$ cat src/sv/mfr_pkg.sv
// ----------------------------------------------------------------------------
// Meter frame receiver package
// Shared constants, status codes and the word types passed between the
// front parser, the decode pipeline and the queues.
// ----------------------------------------------------------------------------
package mfr_pkg;

   localparam int BYTE_W      = 8;
   localparam int POS_W       = 6;
   localparam int ADDR_W      = 56;
   localparam int BCD_W       = 32;
   localparam int VALUE_W     = 28;
   localparam int CSR_DATA_W  = 64;
   localparam int CSR_ADDR_W  = 4;

   localparam logic [BYTE_W-1:0] START_BYTE  = 8'h68;
   localparam logic [BYTE_W-1:0] SECOND_BYTE = 8'h10;

   localparam int FRAME_LEN  = 35;
   localparam int SUM_POS    = 33;
   localparam int ADDR_FIRST = 2;
   localparam int ADDR_LAST  = 8;
   localparam int CUR_FIRST  = 14;
   localparam int CUR_LAST   = 17;
   localparam int MON_FIRST  = 19;
   localparam int MON_LAST   = 22;

   localparam logic REG_METER_ADDRESS = 1'b0;

   localparam int JOB_DEPTH = 2;
   localparam int OUT_DEPTH = 2;

   typedef enum logic [1:0] {
      STATUS_OK       = 2'd0,
      STATUS_ADDR_BAD = 2'd1,
      STATUS_SUM_BAD  = 2'd2,
      STATUS_HDR_BAD  = 2'd3
   } status_type;

   typedef struct packed {
      status_type             status;
      logic [BCD_W-1:0]       current_bcd;
      logic [BCD_W-1:0]       month_bcd;
   } job_type;

   typedef struct packed {
      status_type             status;
      logic [VALUE_W-1:0]     current_hundredths;
      logic [VALUE_W-1:0]     month_hundredths;
   } rsp_type;

endpackage

$ cat src/sv/mfr_fifo.sv
// ----------------------------------------------------------------------------
// Meter frame receiver queue
// Small first-in first-out buffer with push/full and pop/empty sides.
// ----------------------------------------------------------------------------
module mfr_fifo #(
   parameter int WIDTH = 8,
   parameter int DEPTH = 2
) (
   input  logic             clock,
   input  logic             reset,
   input  logic             push,
   input  logic [WIDTH-1:0] wr_data,
   output logic             full,
   input  logic             pop,
   output logic [WIDTH-1:0] rd_data,
   output logic             empty
);

   localparam int PTR_W = (DEPTH > 1) ? $clog2(DEPTH) : 1;
   localparam int CNT_W = $clog2(DEPTH + 1);

   logic [WIDTH-1:0] mem_ff [DEPTH];
   logic [PTR_W-1:0] wr_ptr_ff, wr_ptr_in;
   logic [PTR_W-1:0] rd_ptr_ff, rd_ptr_in;
   logic [CNT_W-1:0] count_ff, count_in;
   logic             do_push;
   logic             do_pop;

   assign full    = (count_ff == CNT_W'(DEPTH));
   assign empty   = (count_ff == '0);
   assign do_push = push && !full;
   assign do_pop  = pop && !empty;
   assign rd_data = mem_ff[rd_ptr_ff];

   always_comb begin
      wr_ptr_in = wr_ptr_ff;
      rd_ptr_in = rd_ptr_ff;
      count_in  = count_ff;
      if (do_push) begin
         wr_ptr_in = (wr_ptr_ff == PTR_W'(DEPTH - 1)) ? '0 : wr_ptr_ff + 1'b1;
      end
      if (do_pop) begin
         rd_ptr_in = (rd_ptr_ff == PTR_W'(DEPTH - 1)) ? '0 : rd_ptr_ff + 1'b1;
      end
      if (do_push && !do_pop) begin
         count_in = count_ff + 1'b1;
      end else if (do_pop && !do_push) begin
         count_in = count_ff - 1'b1;
      end
   end

   always_ff @(posedge clock) begin
      if (reset) begin
         wr_ptr_ff <= '0;
         rd_ptr_ff <= '0;
         count_ff  <= '0;
      end else begin
         wr_ptr_ff <= wr_ptr_in;
         rd_ptr_ff <= rd_ptr_in;
         count_ff  <= count_in;
      end
   end

   always_ff @(posedge clock) begin
      if (do_push) begin
         mem_ff[wr_ptr_ff] <= wr_data;
      end
   end

endmodule

$ cat src/sv/mfr_front.sv
// ----------------------------------------------------------------------------
// Meter frame receiver front end
// Hunts for the frame start, checks header, address and checksum, collects
// the raw BCD bytes and emits one job word per finished or rejected frame.
// ----------------------------------------------------------------------------
module mfr_front (
   input  logic                          clock,
   input  logic                          reset,
   input  logic                          accept,
   input  logic [mfr_pkg::BYTE_W-1:0]    rx_byte,
   input  logic [mfr_pkg::ADDR_W-1:0]    meter_address,
   output logic                          job_push,
   output mfr_pkg::job_type              job
);

   localparam int POS_W = mfr_pkg::POS_W;

   logic [POS_W-1:0]              pos_ff, pos_in;
   logic [mfr_pkg::BYTE_W-1:0]    sum_ff, sum_in;
   logic                          addr_bad_ff, addr_bad_in;
   logic [3:0][7:0]               cur_ff, cur_in;
   logic [3:0][7:0]               mon_ff, mon_in;
   logic [7:0][7:0]               addr_bytes;
   logic [2:0]                    addr_idx;
   logic [1:0]                    cur_idx;
   logic [1:0]                    mon_idx;
   logic [POS_W-1:0]              pos_next;

   assign addr_bytes = {8'h00, meter_address};
   assign addr_idx   = 3'(pos_ff - POS_W'(mfr_pkg::ADDR_FIRST));
   assign cur_idx    = 2'(pos_ff - POS_W'(mfr_pkg::CUR_FIRST));
   assign mon_idx    = 2'(pos_ff - POS_W'(mfr_pkg::MON_FIRST));
   assign pos_next   = pos_ff + 1'b1;

   always_comb begin
      pos_in      = pos_ff;
      sum_in      = sum_ff;
      addr_bad_in = addr_bad_ff;
      cur_in      = cur_ff;
      mon_in      = mon_ff;
      job_push    = 1'b0;
      job.status      = mfr_pkg::STATUS_OK;
      job.current_bcd = '0;
      job.month_bcd   = '0;
      if (accept) begin
         if (pos_ff == '0) begin
            if (rx_byte == mfr_pkg::START_BYTE) begin
               sum_in      = rx_byte;
               addr_bad_in = 1'b0;
               cur_in      = '0;
               mon_in      = '0;
               pos_in      = POS_W'(1);
            end
         end else if (pos_ff == POS_W'(1)) begin
            if (rx_byte != mfr_pkg::SECOND_BYTE) begin
               pos_in     = '0;
               job_push   = 1'b1;
               job.status = mfr_pkg::STATUS_HDR_BAD;
            end else begin
               sum_in = sum_ff + rx_byte;
               pos_in = POS_W'(2);
            end
         end else if (pos_ff >= POS_W'(mfr_pkg::FRAME_LEN - 1)) begin
            pos_in   = '0;
            job_push = 1'b1;
            if (addr_bad_ff) begin
               job.status = mfr_pkg::STATUS_ADDR_BAD;
            end else if (sum_ff != '0) begin
               job.status = mfr_pkg::STATUS_SUM_BAD;
            end else begin
               job.status      = mfr_pkg::STATUS_OK;
               job.current_bcd = cur_ff;
               job.month_bcd   = mon_ff;
            end
         end else if (pos_ff == POS_W'(mfr_pkg::SUM_POS)) begin
            sum_in = sum_ff ^ rx_byte;
            pos_in = pos_next;
         end else begin
            sum_in = sum_ff + rx_byte;
            pos_in = pos_next;
            if (pos_ff <= POS_W'(mfr_pkg::ADDR_LAST)) begin
               if (addr_bytes[addr_idx] != rx_byte) begin
                  addr_bad_in = 1'b1;
               end
            end
            if (pos_ff >= POS_W'(mfr_pkg::CUR_FIRST) &&
                pos_ff <= POS_W'(mfr_pkg::CUR_LAST)) begin
               cur_in[cur_idx] = rx_byte;
            end
            if (pos_ff >= POS_W'(mfr_pkg::MON_FIRST) &&
                pos_ff <= POS_W'(mfr_pkg::MON_LAST)) begin
               mon_in[mon_idx] = rx_byte;
            end
         end
      end
   end

   always_ff @(posedge clock) begin
      if (reset) begin
         pos_ff      <= '0;
         sum_ff      <= '0;
         addr_bad_ff <= 1'b0;
         cur_ff      <= '0;
         mon_ff      <= '0;
      end else begin
         pos_ff      <= pos_in;
         sum_ff      <= sum_in;
         addr_bad_ff <= addr_bad_in;
         cur_ff      <= cur_in;
         mon_ff      <= mon_in;
      end
   end

endmodule

$ cat src/sv/mfr_back.sv
// ----------------------------------------------------------------------------
// Meter frame receiver decode pipeline
// Two stages turn the raw BCD words of a job into binary hundredths:
// first each half of four digits, then the halves combined.
// ----------------------------------------------------------------------------
module mfr_back (
   input  logic              clock,
   input  logic              reset,
   input  logic              job_empty,
   input  mfr_pkg::job_type  job,
   output logic              job_pop,
   input  logic              out_full,
   output logic              out_push,
   output mfr_pkg::rsp_type  out_word
);

   localparam int VALUE_W = mfr_pkg::VALUE_W;

   function automatic logic [14:0] bcd4_weight(input logic [15:0] raw);
      logic [14:0] acc;
      acc = 15'(raw[3:0]) + 15'(raw[7:4]) * 15'd10 + 15'(raw[11:8]) * 15'd100
            + 15'(raw[15:12]) * 15'd1000;
      return acc;
   endfunction

   logic                s1_valid_ff, s1_valid_in;
   mfr_pkg::status_type s1_status_ff;
   logic [14:0]         s1_cur_lo_ff, s1_cur_hi_ff, s1_mon_lo_ff, s1_mon_hi_ff;
   logic                s2_valid_ff, s2_valid_in;
   mfr_pkg::rsp_type    s2_word_ff;
   logic                s1_ready;
   logic                s2_ready;

   assign s2_ready    = !s2_valid_ff || !out_full;
   assign s1_ready    = !s1_valid_ff || s2_ready;
   assign job_pop     = !job_empty && s1_ready;
   assign out_push    = s2_valid_ff && !out_full;
   assign out_word    = s2_word_ff;
   assign s1_valid_in = s1_ready ? !job_empty : s1_valid_ff;
   assign s2_valid_in = s2_ready ? s1_valid_ff : s2_valid_ff;

   always_ff @(posedge clock) begin
      if (reset) begin
         s1_valid_ff <= 1'b0;
         s2_valid_ff <= 1'b0;
      end else begin
         s1_valid_ff <= s1_valid_in;
         s2_valid_ff <= s2_valid_in;
      end
   end

   always_ff @(posedge clock) begin
      if (job_pop) begin
         s1_status_ff <= job.status;
         s1_cur_lo_ff <= bcd4_weight(job.current_bcd[15:0]);
         s1_cur_hi_ff <= bcd4_weight(job.current_bcd[31:16]);
         s1_mon_lo_ff <= bcd4_weight(job.month_bcd[15:0]);
         s1_mon_hi_ff <= bcd4_weight(job.month_bcd[31:16]);
      end
      if (s1_valid_ff && s2_ready) begin
         s2_word_ff.status <= s1_status_ff;
         s2_word_ff.current_hundredths <= VALUE_W'(s1_cur_hi_ff) * VALUE_W'(10000)
                                          + VALUE_W'(s1_cur_lo_ff);
         s2_word_ff.month_hundredths <= VALUE_W'(s1_mon_hi_ff) * VALUE_W'(10000)
                                        + VALUE_W'(s1_mon_lo_ff);
      end
   end

endmodule

$ cat src/sv/meter_frame_receiver_bcd.sv
// ----------------------------------------------------------------------------
// Meter frame receiver with BCD value decode
// Top level: configuration register, front parser, job queue, decode
// pipeline and result queue.
// ----------------------------------------------------------------------------
// Received bytes enter on the request side, one word per cycle while full is
// low; full rises only when the job queue backs up behind a stalled result
// side. Each finished frame or rejected header yields one result word with a
// status and two values in hundredths, zero unless the frame is good.
// A result becomes visible once the job of the byte that ends the frame has
// passed the job queue, the two decode stages and the result queue. The front
// part takes one byte every cycle while full is low; results are at most one
// per two bytes; the decode pipeline takes one job per cycle unless stalled.
// If pop stays low, the result queue and then the decode stages fill, the
// job queue fills behind them, and full rises; no word is lost.
// The meter address register is written and read back at one csr address;
// the user must write it only while idle; the block itself does not enforce it.
// Reset clears the parser to hunting, empties both queues and clears the
// meter address; the block accepts bytes in the first cycle after reset.
// ----------------------------------------------------------------------------
module meter_frame_receiver_bcd #(
   parameter int JOB_DEPTH = mfr_pkg::JOB_DEPTH,
   parameter int OUT_DEPTH = mfr_pkg::OUT_DEPTH
) (
   input  logic                               clock,
   input  logic                               reset,
   input  logic                               push,
   output logic                               full,
   input  logic [mfr_pkg::BYTE_W-1:0]         req_rx_byte,
   output logic                               empty,
   input  logic                               pop,
   output logic [1:0]                         rsp_status,
   output logic [mfr_pkg::VALUE_W-1:0]        rsp_current_hundredths,
   output logic [mfr_pkg::VALUE_W-1:0]        rsp_month_hundredths,
   input  logic                               csr_psel,
   input  logic                               csr_penable,
   input  logic                               csr_pwrite,
   input  logic [mfr_pkg::CSR_ADDR_W-1:0]     csr_paddr,
   input  logic [mfr_pkg::CSR_DATA_W-1:0]     csr_pwdata,
   output logic [mfr_pkg::CSR_DATA_W-1:0]     csr_prdata,
   output logic                               csr_pready
);

   localparam int ADDR_W = mfr_pkg::ADDR_W;

   logic [ADDR_W-1:0] meter_address_ff;
   logic              csr_write;
   logic              accept;
   logic              job_push;
   mfr_pkg::job_type  job_in_word;
   mfr_pkg::job_type  job_out_word;
   logic              job_full;
   logic              job_empty;
   logic              job_pop;
   logic              out_push;
   logic              out_full;
   mfr_pkg::rsp_type  out_in_word;
   mfr_pkg::rsp_type  out_word;

   assign csr_pready = 1'b1;
   assign csr_write  = csr_psel && csr_penable && csr_pwrite && csr_pready;
   assign csr_prdata = (csr_paddr[3] == mfr_pkg::REG_METER_ADDRESS) ?
                       mfr_pkg::CSR_DATA_W'(meter_address_ff) : '0;

   always_ff @(posedge clock) begin
      if (reset) begin
         meter_address_ff <= '0;
      end else if (csr_write && csr_paddr[3] == mfr_pkg::REG_METER_ADDRESS) begin
         meter_address_ff <= csr_pwdata[ADDR_W-1:0];
      end
   end

   assign full   = job_full;
   assign accept = push && !job_full;

   mfr_front u_front (
      .clock         (clock),
      .reset         (reset),
      .accept        (accept),
      .rx_byte       (req_rx_byte),
      .meter_address (meter_address_ff),
      .job_push      (job_push),
      .job           (job_in_word)
   );

   mfr_fifo #(
      .WIDTH ($bits(mfr_pkg::job_type)),
      .DEPTH (JOB_DEPTH)
   ) u_job_fifo (
      .clock   (clock),
      .reset   (reset),
      .push    (job_push),
      .wr_data (job_in_word),
      .full    (job_full),
      .pop     (job_pop),
      .rd_data (job_out_word),
      .empty   (job_empty)
   );

   mfr_back u_back (
      .clock     (clock),
      .reset     (reset),
      .job_empty (job_empty),
      .job       (job_out_word),
      .job_pop   (job_pop),
      .out_full  (out_full),
      .out_push  (out_push),
      .out_word  (out_in_word)
   );

   mfr_fifo #(
      .WIDTH ($bits(mfr_pkg::rsp_type)),
      .DEPTH (OUT_DEPTH)
   ) u_out_fifo (
      .clock   (clock),
      .reset   (reset),
      .push    (out_push),
      .wr_data (out_in_word),
      .full    (out_full),
      .pop     (pop),
      .rd_data (out_word),
      .empty   (empty)
   );

   assign rsp_status             = out_word.status;
   assign rsp_current_hundredths = out_word.current_hundredths;
   assign rsp_month_hundredths   = out_word.month_hundredths;

   // A rejected frame never carries decoded values.
   assert property (@(posedge clock) disable iff (reset)
      (!empty && rsp_status != mfr_pkg::STATUS_OK) |->
      (rsp_current_hundredths == '0 && rsp_month_hundredths == '0))
      else $error("nonzero values on a rejected frame");

   // A register write lands in the meter address.
   assert property (@(posedge clock) disable iff (reset)
      (csr_write && csr_paddr[3] == mfr_pkg::REG_METER_ADDRESS) |=>
      (meter_address_ff == $past(csr_pwdata[ADDR_W-1:0])))
      else $error("meter address write lost");

   // Out of reset the result queue is empty and the job queue is not full.
   assert property (@(posedge clock)
      reset |=> (empty && !full))
      else $error("queues not cleared by reset");

endmodule
$ cat config.mk
export PLATFORM = sky130hd
export DESIGN_NAME = meter_frame_receiver_bcd
export DESIGN_NICKNAME = d
export VERILOG_FILES = /design/src/sv/mfr_pkg.sv /design/src/sv/mfr_fifo.sv /design/src/sv/mfr_front.sv /design/src/sv/mfr_back.sv /design/src/sv/meter_frame_receiver_bcd.sv
export SDC_FILE = /design/constraint.sdc
export NUM_CORES = 1
export LEC_CHECK = 0
export BUFFER_PORTS_ARGS = -buffer_cell sky130_fd_sc_hd__buf_4
export CAP_MARGIN = 25
export CORE_MARGIN = 2
export CORE_UTILIZATION = 67
export DETAILED_ROUTE_END_ITERATION = 6
export PLACE_DENSITY = 0.9
export SETUP_SLACK_MARGIN = 0.4
export SLEW_MARGIN = 20
export SYNTH_ARGS = -nofsm -noshare
export SYNTH_HDL_FRONTEND = slang
export SYNTH_SLANG_ARGS = --single-unit
export TNS_END_PERCENT = 1
$ cat constraint.sdc
create_clock -name clock -period 12.2 [get_ports clock]
set_input_delay 0.61 -clock clock [delete_from_list [all_inputs] [get_ports clock]]
set_output_delay 0.61 -clock clock [all_outputs]
set_load 0.005 [all_outputs]
After elaboration in Yosys (flattened, before gate mapping)
Memories as Yosys holds them, arrays and structs flattened. A register that Yosys moved wholly into a read port is not among the register bits.
Cells that the tools add are included.
{ "word_totals": {"register_bits": 265, "ramBits": 248, "input_bits": 83, "output_inout_bits": 125, "word_cells": 212, "n_memories": 2} }
{ "memory_table": {"columns": ["memory", "depth", "width", "read_ports", "rd_clocked_by_memory_dff", "write_ports", "line", "source"], "rows": [
  ["u_job_fifo.mem_ff", 2, 66, 1, 1, 1, "mfr_fifo.sv:22", "logic [WIDTH-1:0] mem_ff [DEPTH];"],
  ["u_out_fifo.mem_ff", 2, 58, 1, 1, 1, "mfr_fifo.sv:22", null]
]} }
{ "op_classes": {"add_sub_neg": 27, "multipliers": 14, "n_lt_le_gt_ge": 11, "eq_ne": 13, "muxes": 69, "n_bitwise": 2, "n_reduce_logical": 46} }
{ "op_table": {"columns": ["op", "n"], "rows": [
  ["32-bit 2-to-1 mux", 11],
  ["66-bit 2-to-1 mux", 3],
  ["64-bit 2-to-1 mux", 3],
  ["8-bit 2-to-1 mux", 9],
  ["32-bit bitwise mux", 2],
  ["15-bit by 11-bit adder with 15-bit output", 4],
  ["15-bit by 14-bit adder with 15-bit output", 4],
  ["28-bit by 15-bit adder with 28-bit output", 2],
  ["56-bit 2-to-1 mux", 1],
  ["15-bit by 10-bit multiplier with 24-bit output, second input constant", 2],
  ["4-bit by 7-bit multiplier with 11-bit output, second input constant", 4],
  ["4-bit by 8-bit adder with 9-bit output", 4],
  ["4-bit by 5-bit multiplier with 9-bit output, second input constant", 4],
  ["8-bit demux with 2-bit select", 2],
  ["4-bit by 3-bit multiplier with 7-bit output, second input constant", 4],
  ["8-bit binary-select mux with 3-bit select", 1],
  ["1-bit 2-to-1 mux", 24],
  ["6-bit 2-to-1 mux", 4],
  ["1-bit logical AND", 19],
  ["2-bit 2-to-1 mux", 9],
  ["6-bit by 5-bit less-or-equal comparator with 1-bit output, second input constant", 2],
  ["6-bit AND reduction", 2],
  ["2-bit nonzero test", 6],
  ["1-bit logical NOT", 10],
  ["33 further kinds", 46]
]} }

Logic depth before layout (Yosys ltp)
Gate-level depths: netlist (run 1).
{ "logic_depth": {"ltp_word": 11, "depth_mapped": 22, "ltp_nobuf": 21} }

Modules after synthesis
From an unflattened synthesis (run 1), not the netlist that was laid out.
{ "hier_totals": {"hier_cells": 2939, "area_unflattened_um2": 33494.6} }
{ "by_module_without_submodules": {"columns": ["module", "instances", "cells_each", "area_each_um2", "seq_area_each_um2"], "rows": [
  ["mfr_back", 1, 1634, 16434.5, 3643.5],
  ["mfr_fifo (u_job_fifo)", 1, 230, 4987.3, 4063.9],
  ["mfr_front", 1, 552, 4698.3, 1581.5],
  ["mfr_fifo (u_out_fifo)", 1, 205, 4399.2, 3583.4],
  ["meter_frame_receiver_bcd", 1, 318, 2975.4, 1121.1]
]} }

Least setup slack after synthesis (run 1)
No wires, ideal clock.
{ "synth_timing": {"path_kind": "register to register", "from": "reg with a tool-made name", "to": "reg u_back.s1_cur_lo_ff[13], data pin", "setup_ps": 261, "t_arrival_ps": 5460, "required_ps": 11939, "path_slack_ps": 6479, "path_stages_with_launch": 20, "path_buffers": 3, "synth_period_minus_slack_ps": 5721, "path_cell_list": "dfxtp_1 -> buf_1 -> buf_1 -> clkbuf_1 -> mux2_2 -> fa_1 -> inv_1 -> fa_1 -> inv_1 -> ha_1 -> xor2_1 -> fa_1 -> inv_1 -> ha_1 -> o21ai_0 -> a21boi_0 -> o21ai_0 -> a21boi_0 -> o21ai_0 -> xnor2_1"} }
{ "synth_lines": {"columns": ["item", "line", "source"], "rows": [
  ["to (signal assigned)", "mfr_back.sv:55", "s1_cur_lo_ff <= bcd4_weight(job.current_bcd[15:0]);"],
  ["to (decl)", "mfr_back.sv:28", "logic [14:0] s1_cur_lo_ff, s1_cur_hi_ff, s1_mon_lo_ff, s1_mon_hi_ff;"]
]} }

==> key figures, run 1 <==
Status
  • Status: completed

Global route
  • First-pass GRT wire length: 112.5 mm
  • Grt met2 use: 49.26%
  • Largest net degree at the start of global routing: 89
  • Met1 Track Usage GR: 33.71%
  • Gr ovfl total: 0
  • Gr busiest metal: met2
  • GR Layer Usage met3: 4.224%
  • GRT Overall Usage: 27.44%
  • Vias in the first global route: 23161
  • Antenna violations before repair: 0

Synth
  • Area leader, netlist: edfxtp_1
  • Yosys reg bits: 515
  • EDFF count, synth: 368
  • Register area share after synthesis: 43.12%
  • Share of the synthesized area in the top cell type: 34.05%
  • Yosys warning count: 0
  • Mapped Avg Cell Area: 11.00 sq um
  • Yosys cell types: 89
  • Syn Inst Count: 2951
  • Top cells by area, synth: edfxtp_1 (34%), ha_1 (13%), dfxtp_1 (9.1%), fa_1 (8.3%), inv_1 (4.4%)
  • Async set or reset register ratio after synthesis: 0%
  • Top FF cell, synth: edfxtp_1
  • Syn Std Cell Area: 32450 sq um

Route
  • Vias: 22232
  • Drt via density: 5.910
  • Residual DRC count: 0
  • DRT antenna net count: 0
  • Drt total wl: 68.83 mm
  • Initial DRT Pass Iterations: 6
  • DRT iter0 DRCs: 1574
  • Drt wl/cell: 18.30 microns

Timing
  • Fmax: 162.0 MHz
  • Clock Skew: 32.30 ps
  • Max Slew Vio Count: 0
  • Max_slew headroom: 33.20%
  • # setup viols final: 0
  • Fin crit share: 50.60%
  • Sum Neg Setup Slack: 0 ps
  • Worst-margin pin slew: 974.1 ps
  • Unrepaired setup endpoints after global routing: no
  • Final Critical Period: 6173 ps
  • Final hold violations: 0

Clock network
  • Clk_lat worst skew: 610 ps
  • Postcts setup bufs: 0
  • TritonCTS buffer count: 50
  • CTS tree: yes
  • H-Tree Level Count: 2
  • CTS clk-pin slew, worst paths: 60 ps
  • Root buf cell: clkbuf_16
  • Clock sink count: 515
  • # hold bufs at CTS: 0
  • Post-CTS resize count: 0
  • CTS Buffer Depth: 3

Worst setup path
  • Crit-path most repeated cell: inv_1
  • Slowest CP cell: buf_4
  • CP max stage delay: 670 ps
  • Cells on worst reg2reg path: 18
  • Kind of cell adding the most delay to the critical path: adder cells
  • WP buf/inv: 5
  • Critical path class: reg -> reg
  • CP Depth: 18
  • Type of origin of the critical path: flip-flop
  • Worst Path Arrival: 6500 ps
  • Crit. End Element: flip-flop
  • Crit Path Max Fanout: 51
  • Data required, critical path: 12530 ps
  • CP Cell Sequence: buf_4 > mux2i_1 > inv_1 > fa_1 > inv_1 > fa_1 > inv_1 > ha_1 > xor2_1 > fa_1 > inv_1 > ha_1 > o21ai_0 > a21boi_0 > o21ai_0 > a21boi_0 > o21ai_0 > xnor2_1

Place
  • GP Congestion: 0.8849
  • Detailed Place HPWL: 48.19 mm
  • I/O Buffers: 187

Floorplan
  • Die X: 224.1 microns
  • Die Height: 224.1 microns
  • Initial Utilization: 67.97%
  • Core ar.: 47750 sq um
  • Top Ports: 208
  • Die Area: 50210 sq um
  • Rows: 80

Run
  • Max-Cap Viols: 0

Final layout
  • Final net count: 3660
  • Number of fill cells: 2820
  • Share of cells above drive strength 1: 13.70%
  • Most common cell after layout, fill and taps aside: inv_1
  • Commonest non-fill, non-tap cells in the layout: inv_1 (379), edfxtp_1 (368), ha_1 (337), nand2_1 (227), buf_4 (200)
  • Ant diodes: 0
  • Area delta synth->final: 10.85%

Min path
  • Hold Path Stages: 3
  • Worst hold path type: in -> reg
[stage by stage]
stage | cells | setup slack (ps) | hold slack, ps | util (%) | cell area [sq um]
3_3_place_gp | 3667 | 6253 | 403.8 | 71.80 | 34280
4_1_cts | 3761 | 5982 | 229.0 | 75.30 | 35950
3_5_place_dp | 3667 | 6109 | 404.5 | 71.80 | 34280
5_1_grt | 3762 | 5657 | 245.0 | 75.34 | 35970
6_report | 3762 | 6027 | 251.0 | 75.34 | 35970
2_1_floorplan | 2958 | 6479 | 400.3 | - | 32480
[tightest hold or removal path: cells and delay by family]
family,cells,cell delay [ps]
AOI/OAI and AO/OA,1,50
and+or+nand+nor,1,40
buffers and inverters,1,110
[final timing paths]
check                                         from                           endpoint  slack, ps
hold / removal                      csr_pwdata[51]  meter_address_ff[51]$_SDFFE_PP0P_        250
setup reg to reg                         flip-flop  u_back.s1_cur_lo_ff[13]$_DFFE_PP_       6030
setup / recovery                         flip-flop  u_back.s1_cur_lo_ff[13]$_DFFE_PP_       6030
hold reg to reg   u_back.s1_mon_lo_ff[3]$_DFFE_PP_       u_back.out_word[3]$_DFFE_PP_        420
[layout make-up]
class                   count  area (sq um)  share of cell area, %
clock buffers              72          1426                  3.965
multi-input cells        1956         16590                  46.11
inverters                 381          1430                  3.976
well taps                 615         769.5                  2.139
repair buffers            201          1521                  4.229
flip-flops and latches    515         14000                  38.91
clock inverters            22         244.0                 0.6782
[metal layers]
layer,vias to the layer above,wire (microns)
li1,10430,-
met1,10780,27720
met2,859,34890
met3,163,4236
met4,0,1979
met5,-,0
[sequential cells by signal, indices dropped and copies added (netlist names), 2 cells and up, named ones only]
| signal | count |
|---|---|
| u_job_fifo.mem_ff | 132 |
| u_back.s1_mon_lo_ff | 15 |
| u_front.mon_ff | 32 |
| u_front.cur_ff | 32 |
| u_back.s1_mon_hi_ff | 15 |
| meter_address_ff | 56 |
| u_back.s1_cur_lo_ff | 15 |
| u_front.pos_ff | 6 |
| u_out_fifo.mem_ff | 116 |
| u_front.sum_ff | 8 |
| u_back.out_word | 58 |
| u_back.s1_status_ff | 2 |
| u_job_fifo.count_ff | 2 |
| u_out_fifo.count_ff | 2 |
| u_back.s1_cur_hi_ff | 15 |
[synthesized netlist by cell type (6+ instances only)]
cell	count
nand4_1	18
nor2_1	152
o21bai_1	6
o21ai_0	79
or3_1	9
o21ai_1	10
a21boi_0	16
a31oi_1	15
inv_1	380
nand2_1	228
a22oi_1	48
ha_1	337
a21o_1	49
o21a_1	11
and2_1	70
nor2b_1	77
a21oi_1	170
o211ai_1	10
nand3_1	40
nor3_1	21
buf_4	14
clkbuf_1	52
fa_1	135
o31ai_1	7
mux4_2	8
mux2_2	103
a211oi_1	8
dfxtp_1	147
nor4_1	9
xnor2_1	123
xor2_1	49
edfxtp_1	368
buf_1	13
nand2b_1	9
and3_1	21
buf_2	23
mux2i_1	33
[cells by family (layout without fill, tap and decap cells)]
| kind of cell | count (synthesis) | count (layout) | synth area share [%] |
|---|---|---|---|
| compound gates | 472 | 472 | 9.319 |
| buf+inv | 487 | 676 | 5.957 |
| flops | 515 | 515 | 43.12 |
| simple gates | 686 | 686 | 10.42 |
| fa+ha+maj | 472 | 472 | 21.32 |
| other cells | 2 | 9 | 0.02314 |
| xor+xnor | 172 | 172 | 4.642 |
| mux | 145 | 145 | 5.194 |
Power of run 1 is not shown: default switching activity piles up to over one toggle a cycle in this logic, so the estimate is an artifact.
==> run 2, diff against run 1 <==
--- a/config.mk
+++ b/config.mk
@@ -8,9 +8,9 @@
 export BUFFER_PORTS_ARGS = -buffer_cell sky130_fd_sc_hd__buf_4
 export CAP_MARGIN = 25
 export CORE_MARGIN = 2
-export CORE_UTILIZATION = 67
+export CORE_UTILIZATION = 62
 export DETAILED_ROUTE_END_ITERATION = 6
-export PLACE_DENSITY = 0.9
+export PLACE_DENSITY = 0.84
 export SETUP_SLACK_MARGIN = 0.4
 export SLEW_MARGIN = 20
 export SYNTH_ARGS = -nofsm -noshare
==> constraint.sdc (replaced) <==
create_clock -name clock -period 5.9 [get_ports clock]
set_input_delay 0.295 -clock clock [delete_from_list [all_inputs] [get_ports clock]]
set_output_delay 0.295 -clock clock [all_outputs]
set_load 0.005 [all_outputs]
==> key figures, run 2 (synthesis gave the netlist of run 1 again) <==
Status
  • Status: completed

Final layout
  • Share of cells above drive strength 1: 15.12% (+1.4 points)
  • Largest register FFs: 132 (unchanged)
  • Area delta synth->final: 14.20%
  • Number of fill cells: 3269 (+16%)
  • Most common cell after layout, fill and taps aside: inv_1
  • Ant diodes: 0 (unchanged)
  • FF/Latch Area: 14000 sq um (about the same)
  • Final net count: 3747 (+2.4%)
  • Commonest non-fill, non-tap cells in the layout: inv_1 (378), edfxtp_1 (368), ha_1 (334), buf_4 (230), nand2_1 (227)
  • Largest Register: u_job_fifo.mem_ff
  • Multi-input gate area: 16710 sq um (+0.75%)

Timing
  • # setup viols final: 0 (unchanged)
  • Final hold violations: 0 (unchanged)
  • Sum Neg Setup Slack: 0 ps (unchanged)
  • Fin crit share: 91.50% (+41 points)
  • Unrepaired setup endpoints after global routing: yes
  • Clock Skew: 16.32 ps (-15.98 ps)
  • Max Slew Vio Count: 0 (unchanged)
  • Final Critical Period: 5398 ps (-774.4 ps)
  • Worst-margin pin slew: 1033 ps (+58.48 ps)
  • Max_slew headroom: 31.16% (-2.0 points)
  • Fmax: 185.2 MHz (+14%)

Route
  • Drt wl/cell: 17.25 microns (-5.7%)
  • DRT antenna net count: 0 (unchanged)
  • Drt total wl: 67.54 mm (-1.9%)
  • Initial DRT Pass Iterations: 5 (-1)
  • Vias: 22121 (-0.50%)
  • DRT iter0 DRCs: 1380 (-12%)
  • Drt via density: 5.650 (-4.4%)
  • Residual DRC count: 0 (unchanged)

Place
  • Detailed Place HPWL: 48.21 mm (about the same)
  • I/O Buffers: 187 (unchanged)
  • GP Congestion: 0.8514 (-3.8%)

Clock network
  • CTS Buffer Depth: 3 (unchanged)
  • Clock sink count: 515 (unchanged)
  • H-Tree Level Count: 2 (unchanged)
  • TritonCTS buffer count: 51 (+2.0%)
  • CTS clk-pin slew, worst paths: 60 ps (about the same)
  • Root buf cell: clkbuf_16
  • CTS tree: yes
  • Clk_lat worst skew: 600 ps (about the same)

Floorplan
  • Rows: 83 (+3.8%)
  • Die X: 232.8 microns (+3.9%)
  • Core ar.: 51510 sq um (+7.9%)
  • Initial Utilization: 63.00% (-5.0 points)
  • Die Area: 54190 sq um (+7.9%)
  • Top Ports: 208 (unchanged)
  • Die Height: 232.8 microns (+3.9%)

Worst setup path
  • R2R setup slack: 500 ps (-5530 ps)
  • Critical path class: reg -> reg
  • Crit. End Element: flip-flop
  • Data required, critical path: 6230 ps (-6300 ps)
  • Worst Path Arrival: 5730 ps (-770 ps)
  • Crit Path Max Fanout: 4 (-92%)
  • Type of origin of the critical path: flip-flop
  • Cells on worst reg2reg path: 20 (+2)

Run
  • Max-Cap Viols: 0 (unchanged)

Global route
  • Gr ovfl total: 0 (unchanged)
  • Largest net degree at the start of global routing: 90 (+1.1%)
  • Antenna violations before repair: 0 (unchanged)
  • First-pass GRT wire length: 111.1 mm (-1.3%)
  • GRT Overall Usage: 25.14% (-2.3 points)
  • Vias in the first global route: 22914 (-1.1%)

Min path
  • Worst hold path type: in -> reg
  • Hold Path Stages: 3 (unchanged)
==> run 2: cell types whose count changed in the layout (fill, tap and decap cells not counted), sizes merged <==
cell,delta
bufinv,+2
clkbuf,-4
dlygate4sd3,+55
clkinv,-4
clkinvlp,+5
inv,+3
buf,+31
==> run 2: cell type report <==
class / instances / share of cell area, %
clock buffer: 68 / 3.866
multi-input combinational: 1956 / 45.09
sequential: 515 / 37.77
inverter: 381 / 3.859
timing repair buffer: 287 / 6.229
tap: 680 / 2.296
clock inverter: 28 / 0.8812
==> run 2: routing by layer <==
layer | global-route usage, % | part of all wire (%) | up-vias
met3 | 3.713 | 5.3 | 160
met1 | 30.88 | 41 | 10620
met2 | 44.81 | 51 | 747
met4 | 9.315 | 3.1 | 0
li1 | - | - | 10594
met5 | 0 | 0 | -
==> run 2: repair_timing <==
item,in CTS,in global routing
pin swaps,0,8
setup endpoints to repair,3,22
hold endpoints to repair,55,0
cloned,0,0
hold buffers,55,0
buffers inserted,0,18
gates resized for setup,1,30
==> run 2: worst max-delay path, stage by stage (launching register included) <==
cell       delay, ps
edfxtp_1         440
inv_1            140
fa_1             540
inv_1             40
ha_1             270
ha_1             290
ha_1             280
inv_1             50
fa_1             490
inv_1             40
ha_1             340
a21o_1           220
o21bai_1         200
xor2_1           170
ha_1             340
nand2_1           60
o21ai_1          210
o2111a_2         260
mux2_4           310
a2111oi_2        340
nand2_1           90
==> run 2: path summary, 6_finish.rpt <==
kind / from / to
setup / recovery: u_back.s1_cur_hi_ff[3]$_DFFE_PP_ / u_back.out_word[47]$_DFFE_PP_
hold / removal: csr_pwdata[23] / meter_address_ff[23]$_SDFFE_PP0P_
setup reg to reg: u_back.s1_cur_hi_ff[3]$_DFFE_PP_ / u_back.out_word[47]$_DFFE_PP_
hold reg to reg: u_back.s1_mon_lo_ff[2]$_DFFE_PP_ / u_back.out_word[2]$_DFFE_PP_
==> run 2: metrics by stage <==
step / instances / cell area, sq um / utilization, % / hold slack [ps] / setup WS (ps)
final: 3915 / 37060 / 71.94 / 51.43 / 501.7
after floorplan: 2958 / 32480 / - / 400.3 / 479.7
after detailed placement: 3746 / 34480 / 66.94 / 404.5 / 389.1
after global placement: 3746 / 34480 / 66.94 / 404.7 / 489.5
after CTS: 3897 / 36790 / 71.43 / 13.79 / 369.7
after global routing: 3915 / 37060 / 71.94 / 26.84 / 261.5
Power of run 2 is left out for the same reason.
==> run 3, diff against run 2 <==
--- a/config.mk
+++ b/config.mk
@@ -11,6 +11,7 @@
 export CORE_UTILIZATION = 62
 export DETAILED_ROUTE_END_ITERATION = 6
 export PLACE_DENSITY = 0.84
+export RECOVER_POWER = 25
 export SETUP_SLACK_MARGIN = 0.4
 export SLEW_MARGIN = 20
 export SYNTH_ARGS = -nofsm -noshare
==> key figures, run 3 (synthesis gave the netlist of run 1 again) <==
Status
  • Status: complete, but fails checks
  • Violated checks: max-capacitance violations, max-slew violations

Timing
  • # setup viols final: 0 (unchanged)
  • Max_slew headroom: -165.4% (-200 points)
  • Fmax: 185.3 MHz (about the same)
  • Clock Skew: 16.18 ps (-0.1418 ps)
  • Sum Neg Setup Slack: 0 ps (unchanged)
  • Fin crit share: 91.48% (about the same)
  • Final hold violations: 0 (unchanged)
  • Max Slew Vio Count: 147 (+147)
  • Unrepaired setup endpoints after global routing: yes
  • Final Critical Period: 5397 ps (-1.165 ps)
  • Worst-margin pin slew: 3981 ps (+2949 ps)

Final layout
  • Largest register FFs: 132 (unchanged)
  • Final net count: 3747 (unchanged)
  • Share of cells above drive strength 1: 14.53% (-0.59 points)
  • Final core occ: 71.82% (-0.12 points)
  • Area delta synth->final: 14.00%
  • Largest Register: u_job_fifo.mem_ff
  • Ant diodes: 0 (unchanged)
  • Commonest non-fill, non-tap cells in the layout: inv_1 (378), edfxtp_1 (368), ha_1 (334), nand2_1 (227), buf_4 (175)
  • Most common cell after layout, fill and taps aside: inv_1

Floorplan
  • Core ar.: 51510 sq um (unchanged)
  • Die X: 232.8 microns (unchanged)
  • Die Area: 54190 sq um (unchanged)
  • Die Height: 232.8 microns (unchanged)
  • Rows: 83 (unchanged)
  • Initial Utilization: 63.00% (unchanged)
  • Top Ports: 208 (unchanged)

Clock network
  • CTS clk-pin slew, worst paths: 60 ps (about the same)
  • H-Tree Level Count: 2 (unchanged)
  • Clock sink count: 515 (unchanged)
  • CTS tree: yes
  • Root buf cell: clkbuf_16
  • Clk_lat worst skew: 600 ps (about the same)
  • CTS Buffer Depth: 3 (unchanged)
  • TritonCTS buffer count: 51 (unchanged)

Global route
  • GRT Overall Usage: 25.14% (unchanged)
  • Largest net degree at the start of global routing: 90 (unchanged)
  • Vias in the first global route: 22914 (unchanged)
  • First-pass GRT wire length: 111.1 mm (unchanged)
  • Antenna violations before repair: 0 (unchanged)
  • Gr ovfl total: 0 (unchanged)

Route
  • DRT iter0 DRCs: 1316 (-4.6%)
  • Vias: 22096 (-0.11%)
  • DRT antenna net count: 0 (unchanged)
  • Drt via density: 5.644 (-0.11%)
  • Drt total wl: 67.48 mm (about the same)
  • Drt wl/cell: 17.23 microns (about the same)
  • Initial DRT Pass Iterations: 7 (+2)
  • Residual DRC count: 0 (unchanged)

Worst setup path
  • CP max stage delay: 540 ps (about the same)
  • CP Cell Sequence: inv_1 > fa_1 > inv_1 > ha_1 > ha_1 > ha_1 > inv_1 > fa_1 > inv_1 > ha_1 > a21o_1 > o21bai_1 > xor2_1 > ha_1 > nand2_1 > o21ai_1 > o2111a_2 > mux2_4 > a2111oi_2 > nand2_1
  • Data required, critical path: 6230 ps (about the same)
  • Crit Path Max Fanout: 4 (unchanged)
  • Crit-path most repeated cell: ha_1
  • Worst Path Arrival: 5730 ps (about the same)
  • Type of origin of the critical path: flip-flop
  • WP buf/inv: 4 (unchanged)
  • Critical path class: reg -> reg
  • Slowest CP cell: fa_1
  • R2R setup slack: 500 ps (about the same)
  • Crit. End Element: flip-flop
  • Kind of cell adding the most delay to the critical path: adder cells

Run
  • Max-Cap Viols: 2 (+2)

Place
  • Detailed Place HPWL: 48.21 mm (unchanged)
  • I/O Buffers: 187 (unchanged)
  • GP Congestion: 0.8514 (unchanged)

Min path
  • Worst hold path type: in -> reg
[run 3: area by class of cell]
cell class	instances	area, sq um
Multi-Input combinational cell	1956	16710
Timing Repair Buffer	287	2245
Clock buffer	68	1433
Fill cell	3281	14520
Tap cell	680	850.8
Clock inverter	28	326.6
Inverter	381	1430
Sequential cell	515	14000
[run 3: path summary, 6_finish.rpt]
check,end,cells past startpoint,from
max,u_back.out_word[47]$_DFFE_PP_,20,u_back.s1_cur_hi_ff[3]$_DFFE_PP_
min,meter_address_ff[23]$_SDFFE_PP0P_,3,csr_pwdata[23]
min reg2reg,u_back.out_word[2]$_DFFE_PP_,0,u_back.s1_mon_lo_ff[2]$_DFFE_PP_
max reg2reg,u_back.out_word[47]$_DFFE_PP_,20,u_back.s1_cur_hi_ff[3]$_DFFE_PP_
[run 3: routing by layer]
metal  vias up  share of wire, %  GRT usage, %
li1      10592                 -             -
met1     10632                41         30.88
met2       710                50         44.81
met3       162               5.3         3.713
met4         0               3.2         9.315
met5         -                 0             0
[run 3: what timing repair did]
action / 4_1_cts / 5_1_grt
endpoints found under the setup margin: 3 / 22
endpoints found under the hold margin: 55 / 0
setup buffers: 0 / 18
gates resized for setup: 1 / 30
hold buffers: 55 / 0
pin swaps: 0 / 8
[run 3: through the flow]
step                worst slack [ps]  std cells  area, sq um  hold slack, ps
floorplan                      479.7       2958        32480           400.3
global placement               489.5       3746        34480           404.7
detailed placement             389.1       3746        34480           404.5
CTS                            369.7       3897        36790           13.79
global route                   261.5       3915        36990           26.84
finish                         502.8       3915        36990           49.73
[run 3: tightest hold or removal path: cells and delay by family]
| kind | cells | cell delay [ps] |
|---|---|---|
| and+or+nand+nor | 1 | 110 |
| AOI/OAI and AO/OA | 1 | 80 |
| buffers and inverters | 1 | 110 |
Power of run 3 is left out for the same reason.
